$ cat config.mk
export PLATFORM = sky130hd
export DESIGN_NAME = heater_characterization_sequencer_unit
export DESIGN_NICKNAME = d
export VERILOG_FILES = /design/src/design/hcs_pkg.sv /design/src/design/heater_characterization_sequencer_unit.sv /design/src/design/hcs_cfg_regs.sv /design/src/design/hcs_seq_core.sv
export SDC_FILE = /design/constraint.sdc
export NUM_CORES = 1
export LEC_CHECK = 0
export BUFFER_PORTS_ARGS = -buffer_cell sky130_fd_sc_hd__clkbuf_2
export CORE_MARGIN = 5
export CORE_UTILIZATION = 68
export CTS_BUF_LIST = sky130_fd_sc_hd__clkbuf_2 sky130_fd_sc_hd__clkbuf_4 sky130_fd_sc_hd__clkbuf_8
export DETAILED_ROUTE_END_ITERATION = 12
export GPL_ROUTABILITY_DRIVEN = 0
export PLACE_DENSITY = 0.88
export RECOVER_POWER = 100
export SYNTH_ARGS = -nofsm -noshare
export SYNTH_HDL_FRONTEND = slang
export SYNTH_SLANG_ARGS = --single-unit
$ cat constraint.sdc
create_clock -name clk -period 12.3 [get_ports clk]
set_clock_uncertainty 0.2 [all_clocks]
set_input_delay 1.23 -clock clk [delete_from_list [all_inputs] [get_ports clk]]
set_output_delay 1.23 -clock clk [all_outputs]
set_load 0.1 [all_outputs]
$ cat src/design/hcs_pkg.sv
// shared types, codes and constants for the heater characterization sequencer
`timescale 1ns / 1ps
`default_nettype none

package hcs_pkg;

    // configuration port widths
    localparam int CFG_IDX_W  = 4;
    localparam int CFG_DATA_W = 64;

    // configuration register indexes
    localparam logic [CFG_IDX_W-1:0] REG_SAFETY_LIMIT    = 4'd0;
    localparam logic [CFG_IDX_W-1:0] REG_MAX_RUN_TIME    = 4'd1;
    localparam logic [CFG_IDX_W-1:0] REG_BASELINE_TIME   = 4'd2;
    localparam logic [CFG_IDX_W-1:0] REG_COAST_TIME      = 4'd3;
    localparam logic [CFG_IDX_W-1:0] REG_LAST_COAST_TIME = 4'd4;
    localparam logic [CFG_IDX_W-1:0] REG_STEP_TARGETS    = 4'd5;
    localparam logic [CFG_IDX_W-1:0] REG_FINAL_TARGET    = 4'd6;
    localparam logic [CFG_IDX_W-1:0] REG_COOL_DONE_TEMP  = 4'd7;

    // request types
    localparam logic [1:0] REQ_TICK  = 2'd0;
    localparam logic [1:0] REQ_START = 2'd1;
    localparam logic [1:0] REQ_ABORT = 2'd2;
    localparam logic [1:0] REQ_FAULT = 2'd3;

    // phase codes
    localparam logic [3:0] PH_IDLE   = 4'd0;
    localparam logic [3:0] PH_BASE   = 4'd1;
    localparam logic [3:0] PH_HEAT1  = 4'd2;
    localparam logic [3:0] PH_HEAT2  = 4'd4;
    localparam logic [3:0] PH_HEAT3  = 4'd6;
    localparam logic [3:0] PH_HEAT4  = 4'd8;
    localparam logic [3:0] PH_COAST4 = 4'd9;
    localparam logic [3:0] PH_FINAL  = 4'd10;
    localparam logic [3:0] PH_COOL   = 4'd11;
    localparam logic [3:0] PH_DONE   = 4'd12;
    localparam logic [3:0] PH_ABORT  = 4'd13;
    localparam logic [3:0] PH_ERROR  = 4'd14;

    // stop reasons
    localparam logic [2:0] RSN_NONE     = 3'd0;
    localparam logic [2:0] RSN_ABORT    = 3'd1;
    localparam logic [2:0] RSN_SENSOR   = 3'd2;
    localparam logic [2:0] RSN_INVALID  = 3'd3;
    localparam logic [2:0] RSN_OVERTEMP = 3'd4;
    localparam logic [2:0] RSN_TIMEOUT  = 3'd5;
    localparam logic [2:0] RSN_UNUSED   = 3'd7;

    // input transaction payload
    typedef struct packed {
        logic [1:0]         req_type;
        logic [31:0]        now_time;
        logic signed [15:0] temperature;
        logic               temp_valid;
        logic [2:0]         fault_code;
    } req_item_t;

    // result transaction payload
    typedef struct packed {
        logic [3:0]  phase;
        logic        heater_on;
        logic [2:0]  stop_reason;
        logic [31:0] run_elapsed;
    } res_item_t;

    // configuration register set
    typedef struct packed {
        logic signed [15:0] safety_limit;
        logic [31:0]        max_run_time;
        logic [31:0]        baseline_time;
        logic [31:0]        coast_time;
        logic [31:0]        last_coast_time;
        logic [63:0]        step_targets;
        logic signed [15:0] final_target;
        logic signed [15:0] cool_done_temp;
    } cfg_t;

endpackage

`default_nettype wire

$ cat src/design/heater_characterization_sequencer_unit.sv
// top level: request register, sequencer core, result register and configuration
// an accepted request is held in the request register, and its result is then captured in the result register
// throughput: one request per cycle, one result per request, limited only by res_ready
// the request register refills in the same cycle it hands over to the result register
// reset: asynchronous active low, clears both registers' valid flags and the held request,
// returns the sequencer to idle and loads the configuration registers with their defaults
`timescale 1ns / 1ps
`default_nettype none

module heater_characterization_sequencer_unit (
    input  wire logic                           clk,
    input  wire logic                           rst_n,
    input  wire logic                           cfg_valid,
    output logic                                cfg_ready,
    input  wire logic [hcs_pkg::CFG_IDX_W-1:0]  cfg_index,
    input  wire logic [hcs_pkg::CFG_DATA_W-1:0] cfg_data,
    input  wire logic                           req_valid,
    output logic                                req_ready,
    input  wire hcs_pkg::req_item_t             req,
    output logic                                res_valid,
    input  wire logic                           res_ready,
    output hcs_pkg::res_item_t                  res
);
    import hcs_pkg::*;

    cfg_t      cfg;
    logic      req_valid_reg;
    req_item_t req_reg;
    logic      res_valid_reg;
    res_item_t res_reg;
    res_item_t res_next;
    logic      advance;

    hcs_cfg_regs u_cfg (
        .clk       (clk),
        .rst_n     (rst_n),
        .cfg_valid (cfg_valid),
        .cfg_ready (cfg_ready),
        .cfg_index (cfg_index),
        .cfg_data  (cfg_data),
        .cfg       (cfg)
    );

    hcs_seq_core u_core (
        .clk   (clk),
        .rst_n (rst_n),
        .step  (advance),
        .item  (req_reg),
        .cfg   (cfg),
        .res   (res_next)
    );

    // handshake
    assign advance   = req_valid_reg && (!res_valid_reg || res_ready);
    assign req_ready = !req_valid_reg || advance;
    assign res_valid = res_valid_reg;
    assign res       = res_reg;

    // request register
    always_ff @(posedge clk or negedge rst_n)
    begin
        if (!rst_n)
        begin
            req_valid_reg <= 1'b0;
        end
        else if (req_ready)
        begin
            req_valid_reg <= req_valid;
        end
    end

    always_ff @(posedge clk or negedge rst_n)
    begin
        if (!rst_n)
        begin
            req_reg <= '0;
        end
        else if (req_valid && req_ready)
        begin
            req_reg <= req;
        end
    end

    // result register
    always_ff @(posedge clk or negedge rst_n)
    begin
        if (!rst_n)
        begin
            res_valid_reg <= 1'b0;
        end
        else if (advance)
        begin
            res_valid_reg <= 1'b1;
        end
        else if (res_ready)
        begin
            res_valid_reg <= 1'b0;
        end
    end

    always_ff @(posedge clk)
    begin
        if (advance)
        begin
            res_reg <= res_next;
        end
    end

endmodule

`default_nettype wire

$ cat src/design/hcs_cfg_regs.sv
// configuration register file for the heater characterization sequencer
`timescale 1ns / 1ps
`default_nettype none

module hcs_cfg_regs (
    input  wire logic                           clk,
    input  wire logic                           rst_n,
    input  wire logic                           cfg_valid,
    output logic                                cfg_ready,
    input  wire logic [hcs_pkg::CFG_IDX_W-1:0]  cfg_index,
    input  wire logic [hcs_pkg::CFG_DATA_W-1:0] cfg_data,
    output hcs_pkg::cfg_t                       cfg
);
    import hcs_pkg::*;

    cfg_t cfg_reg;

    // writes are always taken
    assign cfg_ready = 1'b1;
    assign cfg       = cfg_reg;

    // register writes, unknown indexes are dropped
    always_ff @(posedge clk or negedge rst_n)
    begin
        if (!rst_n)
        begin
            cfg_reg.safety_limit    <= 16'sd4000;
            cfg_reg.max_run_time    <= 32'd1800000;
            cfg_reg.baseline_time   <= 32'd30000;
            cfg_reg.coast_time      <= 32'd60000;
            cfg_reg.last_coast_time <= 32'd90000;
            cfg_reg.step_targets    <= 64'd0;
            cfg_reg.final_target    <= 16'sd3840;
            cfg_reg.cool_done_temp  <= 16'sd800;
        end
        else if (cfg_valid)
        begin
            case (cfg_index)
                REG_SAFETY_LIMIT:    cfg_reg.safety_limit    <= cfg_data[15:0];
                REG_MAX_RUN_TIME:    cfg_reg.max_run_time    <= cfg_data[31:0];
                REG_BASELINE_TIME:   cfg_reg.baseline_time   <= cfg_data[31:0];
                REG_COAST_TIME:      cfg_reg.coast_time      <= cfg_data[31:0];
                REG_LAST_COAST_TIME: cfg_reg.last_coast_time <= cfg_data[31:0];
                REG_STEP_TARGETS:    cfg_reg.step_targets    <= cfg_data;
                REG_FINAL_TARGET:    cfg_reg.final_target    <= cfg_data[15:0];
                REG_COOL_DONE_TEMP:  cfg_reg.cool_done_temp  <= cfg_data[15:0];
                default: ;
            endcase
        end
    end

endmodule

`default_nettype wire

$ cat src/design/hcs_seq_core.sv
// sequencer state and the per-transaction next-state and result logic
`timescale 1ns / 1ps
`default_nettype none

module hcs_seq_core (
    input  wire logic               clk,
    input  wire logic               rst_n,
    input  wire logic               step,
    input  wire hcs_pkg::req_item_t item,
    input  wire hcs_pkg::cfg_t      cfg,
    output hcs_pkg::res_item_t      res
);
    import hcs_pkg::*;

    logic [3:0]  phase_reg,       phase_next;
    logic        heater_reg,      heater_next;
    logic [2:0]  reason_reg,      reason_next;
    logic [31:0] run_start_reg,   run_start_next;
    logic [31:0] phase_start_reg, phase_start_next;

    logic               running;
    logic [31:0]        run_time;
    logic [31:0]        in_phase;
    logic [1:0]         heat_idx;
    logic signed [15:0] heat_target;
    logic [31:0]        coast_dur;

    // shared terms
    always_comb
    begin
        running     = (phase_reg >= PH_BASE) && (phase_reg <= PH_COOL);
        run_time    = item.now_time - run_start_reg;
        in_phase    = item.now_time - phase_start_reg;
        heat_idx    = phase_reg[2:1] - 2'd1;
        heat_target = cfg.step_targets[{heat_idx, 4'b0000} +: 16];
        coast_dur   = (phase_reg == PH_COAST4) ? cfg.last_coast_time : cfg.coast_time;
    end

    // next state for one transaction
    always_comb
    begin
        phase_next       = phase_reg;
        heater_next      = heater_reg;
        reason_next      = reason_reg;
        run_start_next   = run_start_reg;
        phase_start_next = phase_start_reg;
        unique case (item.req_type)
            REQ_TICK:
            begin
                if (running)
                begin
                    priority if (!item.temp_valid)
                    begin
                        reason_next = RSN_INVALID;
                        heater_next = 1'b0;
                        phase_next  = PH_ERROR;
                    end
                    else if (item.temperature >= cfg.safety_limit)
                    begin
                        reason_next = RSN_OVERTEMP;
                        heater_next = 1'b0;
                        phase_next  = PH_ERROR;
                    end
                    else if (run_time >= cfg.max_run_time)
                    begin
                        reason_next = RSN_TIMEOUT;
                        heater_next = 1'b0;
                        phase_next  = PH_ERROR;
                    end
                    else if (phase_reg == PH_BASE)
                    begin
                        if (in_phase >= cfg.baseline_time)
                        begin
                            phase_next       = PH_HEAT1;
                            phase_start_next = item.now_time;
                            heater_next      = 1'b1;
                        end
                    end
                    else if (phase_reg == PH_FINAL)
                    begin
                        if (item.temperature >= cfg.final_target)
                        begin
                            phase_next       = PH_COOL;
                            phase_start_next = item.now_time;
                            heater_next      = 1'b0;
                        end
                    end
                    else if (phase_reg == PH_COOL)
                    begin
                        if (item.temperature <= cfg.cool_done_temp)
                        begin
                            phase_next       = PH_DONE;
                            phase_start_next = item.now_time;
                            heater_next      = 1'b0;
                        end
                    end
                    else if (!phase_reg[0])
                    begin
                        // heat step, leave once the step target is reached
                        if (item.temperature >= heat_target)
                        begin
                            phase_next       = phase_reg + 4'd1;
                            phase_start_next = item.now_time;
                            heater_next      = 1'b0;
                        end
                    end
                    else
                    begin
                        // coast, leave after its duration
                        if (in_phase >= coast_dur)
                        begin
                            phase_next       = phase_reg + 4'd1;
                            phase_start_next = item.now_time;
                            heater_next      = 1'b1;
                        end
                    end
                end
            end
            REQ_START:
            begin
                run_start_next   = item.now_time;
                reason_next      = RSN_NONE;
                phase_next       = PH_BASE;
                phase_start_next = item.now_time;
                heater_next      = 1'b0;
            end
            REQ_ABORT:
            begin
                reason_next = RSN_ABORT;
                heater_next = 1'b0;
                phase_next  = PH_ABORT;
            end
            REQ_FAULT:
            begin
                reason_next = (item.fault_code == RSN_UNUSED) ? RSN_SENSOR : item.fault_code;
                heater_next = 1'b0;
                phase_next  = PH_ERROR;
            end
        endcase
    end

    // result seen after this transaction
    always_comb
    begin
        res.phase       = phase_next;
        res.heater_on   = heater_next;
        res.stop_reason = reason_next;
        res.run_elapsed = (phase_next == PH_IDLE) ? 32'd0 : item.now_time - run_start_next;
    end

    // state update
    always_ff @(posedge clk or negedge rst_n)
    begin
        if (!rst_n)
        begin
            phase_reg       <= PH_IDLE;
            heater_reg      <= 1'b0;
            reason_reg      <= RSN_NONE;
            run_start_reg   <= 32'd0;
            phase_start_reg <= 32'd0;
        end
        else if (step)
        begin
            phase_reg       <= phase_next;
            heater_reg      <= heater_next;
            reason_reg      <= reason_next;
            run_start_reg   <= run_start_next;
            phase_start_reg <= phase_start_next;
        end
    end

    // heater only driven in heat phases
    assert property (@(posedge clk) disable iff (!rst_n)
        heater_reg |-> (phase_reg == PH_HEAT1 || phase_reg == PH_HEAT2 ||
                        phase_reg == PH_HEAT3 || phase_reg == PH_HEAT4 ||
                        phase_reg == PH_FINAL))
        else $error("heater on outside a heat phase");

    // idle carries no stop reason
    assert property (@(posedge clk) disable iff (!rst_n)
        (phase_reg == PH_IDLE) |-> (reason_reg == RSN_NONE && !heater_reg))
        else $error("idle with reason or heater set");

    // aborted always reports the abort reason
    assert property (@(posedge clk) disable iff (!rst_n)
        (phase_reg == PH_ABORT) |-> (reason_reg == RSN_ABORT))
        else $error("aborted without abort reason");

    // state moves only on a processed transaction
    assert property (@(posedge clk) disable iff (!rst_n)
        !step |=> ($stable(phase_reg) && $stable(run_start_reg) && $stable(reason_reg)))
        else $error("state changed without a transaction");

endmodule

`default_nettype wire

---- Word level (Yosys, flattened, before mapping) ----
Index checks and enable logic that the tools add are counted.
word-level totals
  register bits after elaboration ......... 408
  input port bits ......................... 127
  output and inout bits ................... 43
  logic and storage cells ................. 137
operators by class
  $add $sub $neg .......................... 5
  magnitude comparators ................... 9
  eq/ne operators ......................... 24
  shift-type cells ........................ 1
  mux-type cells .......................... 52
  reduce and logical (&&, ||, !) cells .... 22
operators by type and width
  operator             number
  $mux 32              15
  $ge 32x32->1         3
  $sub 32x32->32       3
  $pmux 32 s2          1
  $shiftx 64x7->16     1
  $mux 4               13
  $ge 16x16->1         3
  $eq 4x3->1 const B   4
  $le 16x16->1         1
  $pmux 4 s4           1
  $reduce_and 2->1     8
  $mux 1               15
  $mux 3               5
  $eq 4x4->1 const B   3
  $pmux 3 s4           1
  $reduce_and 11->1    1
  $eq 4x1->1 const B   2
  $eq 4x2->1 const B   2
  $logic_not 4->1      2
  $ne 2x2->1 const B   3
  $ne 6x1->1 const B   1
  $ne 6x6->1 const B   1
  $ne 5x3->1 const B   1
  $add 4x1->4 const B  1
  16 further kinds     22

---- Logic depth before layout (Yosys ltp) ----
  depth after elaboration ................. 14
  depth in mapped cells ................... 26
  mapped depth without buffers ............ 25

---- Cells and area by module ----
A second synthesis with hierarchy kept.
second synthesis, totals
  cells, all modules ...................... 2455
  area, all modules ....................... 26563.0 um2
modules (own cells, without submodules)
  module                                  times used  cells an instance  area each (um2)  seq. area each (um2)
  hcs_seq_core                            1           1582               12951.2          1801.7
  hcs_cfg_regs                            1           519                9150.0           6064.6
  heater_characterization_sequencer_unit  1           354                4461.8           2602.5

---- Least setup slack after synthesis ----
OpenSTA, ideal clock, no wires.
  path kind ............................... reg-to-reg
  start ................................... register req_reg[20] (netlist bit)
  end ..................................... register res_reg (netlist bit res[2]) (data pin)
  setup time .............................. 0.259 ns
  arrival time ............................ 5.406 ns
  required time ........................... 11.841 ns
  path slack .............................. 6.434 ns
  cell stages (with the launch flop) ...... 27
  buffers on the path ..................... 1
  clock period less this slack ............ 5.866 ns
  cell sequence ........................... dfrtp_1 inv_1 ha_1 inv_1 fa_1 a21o_1 a22oi_1 o211ai_1 a21oi_1 o21ai_0 a211oi_1 o211a_1 o21bai_1 a21oi_1 xnor2_1 ha_1 a21oi_1 nand2_1 a221oi_1 o211ai_1 a211o_1 a21o_1 a311o_1 a31o_4 nor4_4 buf_6 nor3_2
RTL lines
  item                    RTL line                                       RTL
  from (decl)             heater_characterization_sequencer_unit.sv:28   req_item_t req_reg;
  from (signal assigned)  heater_characterization_sequencer_unit.sv:80   req_reg <= req;
  to (signal assigned)    heater_characterization_sequencer_unit.sv:105  res_reg <= res_next;
  to (decl)               heater_characterization_sequencer_unit.sv:30   res_item_t res_reg;

==> flow_metrics.tcl <==
set metrics [dict create \
    crit_family "compound AO/OA/AOI/OAI gates" \
    track_usage 0.314 \
    min_path_type "reg -> reg" \
    root_buffer "clkbuf_8" \
    post-route-util 0.760 \
    final_area_um2 27800 \
    syn_inst 2318 \
    grt_overflow 0 \
    dp.cells 2904 \
    hp-start "u_cfg.cfg[99]" \
    final-max-slew-violation-count 538 \
    ys_seq_elements 408 \
    cts.reportedPaths.clkPinSlew_ps 60 \
    p_switching_mw 3.46 \
    ys_types 86 \
    pre_cts_ws_ps 5470 \
    final_antenna_net_count 0 \
    period_share 0.677 \
    cpPeakStageDelay_ps 1240 \
    via_count 19300 \
    port_buffers 168 \
    cts_tree "built" \
    tns_ps 0 \
    core_um2 36600 \
    grt_start_max_net_pins 182 \
    fmax_ghz 0.120 \
    first_global_vias 20200 \
    endpoint_kind "flop" \
    internal-power_mw 4.23 \
    synth_nets 2711 \
    clock-sinks 408 \
    path_buf_inv 3 \
    combPwrFrac 0.563 \
    r2r_start "req_reg[20]" \
    p_seq_frac 0.267 \
    dieArea_um2 41000 \
    drt_wl_total_um 64200 \
    relSlewSlack -3.41 \
    sw_frac_of_total 0.450 \
    rows 70 \
    synth_warnings 0 \
    crit_required_ps 12390 \
    max_slew.worst_pin.slew_ps 6620 \
    drt_iter0_drc 1397 \
    die_y_um 202 \
    synth_area_um2 25200 \
    synth_top_area_share 0.319 \
    ys_seq_area_frac 0.416 \
    avgSynthCellArea_um2 10.9 \
    ctsHoldBuffers 0 \
    rsz0062_at_grt "false" \
    violations "capacitance limit, slew limit" \
    start_util 0.688 \
    p_leak_nw 13.0 \
    largest_reg_flops 240 \
    hold-worst-slack_ps 303 \
    wl_per_cell_um 21.1 \
    cts_buffers 71 \
    yosys.area.top_type "dfrtp_1" \
    synth_edf_count 40 \
    dpl.hpwl_um 46300 \
    yosysMostFrequentCell "dfrtp_1" \
    cts_resized 0 \
    drive_above_1_share 0.250 \
    ioPinCount 170 \
    fin_nets 2902 \
    drv_cap 11 \
    htree_levels 3 \
    ys_async_sr_fraction 0.902 \
    dr.pass1.iters 7 \
    drc 0 \
    antenna_found_initial 4 \
    post_cts_buffers 0 \
    cp.arrival_ps 8420 \
    dpl_cell_area_um2 26500 \
    grt_pass1_wl_um 104000 \
    worst_slack_ps 3980 \
    start_kind "flop" \
    final_cells 3035 \
    worstSetupStartpoint "req_reg[20]" \
    vias_per_cell 6.35 \
    period_minus_slack_ps 8320 \
    die_x_um 202 \
    fin_total_pwr_mw 7.68 \
    vdd_drop_max_uv 172 \
    area_delta_synth_final_pct 10.5 \
    ys.flop_type "dfrtp_1" \
    finalSetupViolations 0 \
    hold_violations 0 \
    clk_latency_ps 640 \
    path_class "reg -> reg" \
    worstPathMaxFanout 32 \
    ys_top_cells_by_area "dfrtp_1, mux2_2, ha_1" \
    pwr-share-clk 0.170 \
    status "complete, but fails checks" \
    power_density_nw_per_um2 276 \
    clockBufferDepth 3 \
    synthTopCellsByCount "dfrtp_1, mux2_2, ha_1" \
    crit_slowest_cell "clkbuf_1" \
]
-- worst register-to-register path: stages (launching register included) --
cell and delay, ps:
dfrtp_1 400, inv_1 120, ha_1 180, inv_1 60
fa_1 400, a21o_1 220, a22oi_1 220, o211ai_1 200
a21oi_1 340, o21ai_0 290, a211oi_1 550, o211a_1 260
o21bai_1 70, a21oi_1 200, xnor2_1 200, ha_1 310
nor2b_1 140, o21ai_0 140, or4b_1 450, a31oi_1 450
a22oi_1 270, mux2_1 390, a31o_2 230, nor4_1 310
clkbuf_1 1240, nor3_1 180
-- area by class of cell --
type,count,area [µm²]
Fill cell,2314,8790
Sequential cell,408,10500
Antenna cell,2,5.00
Tap cell,468,586
Clock inverter,19,139
Timing Repair Buffer,184,878
Inverter,219,822
Multi-Input combinational cell,1625,13600
Clock buffer,110,1360
-- cell usage in the layout, fill, tap and decap left out, drive strengths merged, types with 41 or more instances in the layout --
cell type,count
mux2i,68
dfrtp,321
nand2,129
nor2,97
xnor2,51
o21ai,135
ha,263
inv,223
dfstp,47
clkbuf,289
a21o,64
mux2,304
nand4,41
a21oi,116
-- cell families (layout without fill, tap and decap cells) --
kind of cell,after synthesis,after routing,share of synthesized area
flops,408,408,0.416
buf+inv,285,532,0.0439
simple gates,428,428,0.0842
other cells,1,3,0.000149
fa+ha+maj,266,266,0.133
compound gates,463,463,0.118
mux,388,388,0.177
xor+xnor,79,79,0.0275
-- power by group through the flow --
stage,Clock [mW],Sequential [mW],Combinational (mW)
floorplan,0,2.38,2.88
global placement,0,2.03,3.99
detailed placement,0,2.06,4.24
CTS,1.32,2.04,4.32
global route,1.38,2.09,4.75
finish,1.31,2.05,4.33
-- path summary, 6_finish.rpt --
| kind | cells after the start | end | slack (ps) |
|---|---|---|---|
| setup / recovery | 25 | res[2] | 3980 |
| min in group asynchronous | 1 | u_cfg.cfg[10] | 2900 |
| hold / removal | 1 | u_cfg.cfg[99] | 300 |
| hold reg to reg | 1 | u_cfg.cfg[99] | 300 |
| max in group asynchronous | 1 | u_cfg.cfg[197] | 5340 |
| setup reg to reg | 25 | res[2] | 3980 |
-- per-layer routing --
| layer | vias up | track usage | part of all wire |
|---|---|---|---|
| met2 | 767 | 0.533 | 0.49 |
| li1 | 8733 | - | - |
| met5 | - | 0 | 0 |
| met3 | 223 | 0.0621 | 0.071 |
| met1 | 9538 | 0.398 | 0.39 |
| met4 | 0 | 0.128 | 0.044 |
No activity file was read; power rests on OpenSTA's default activity.
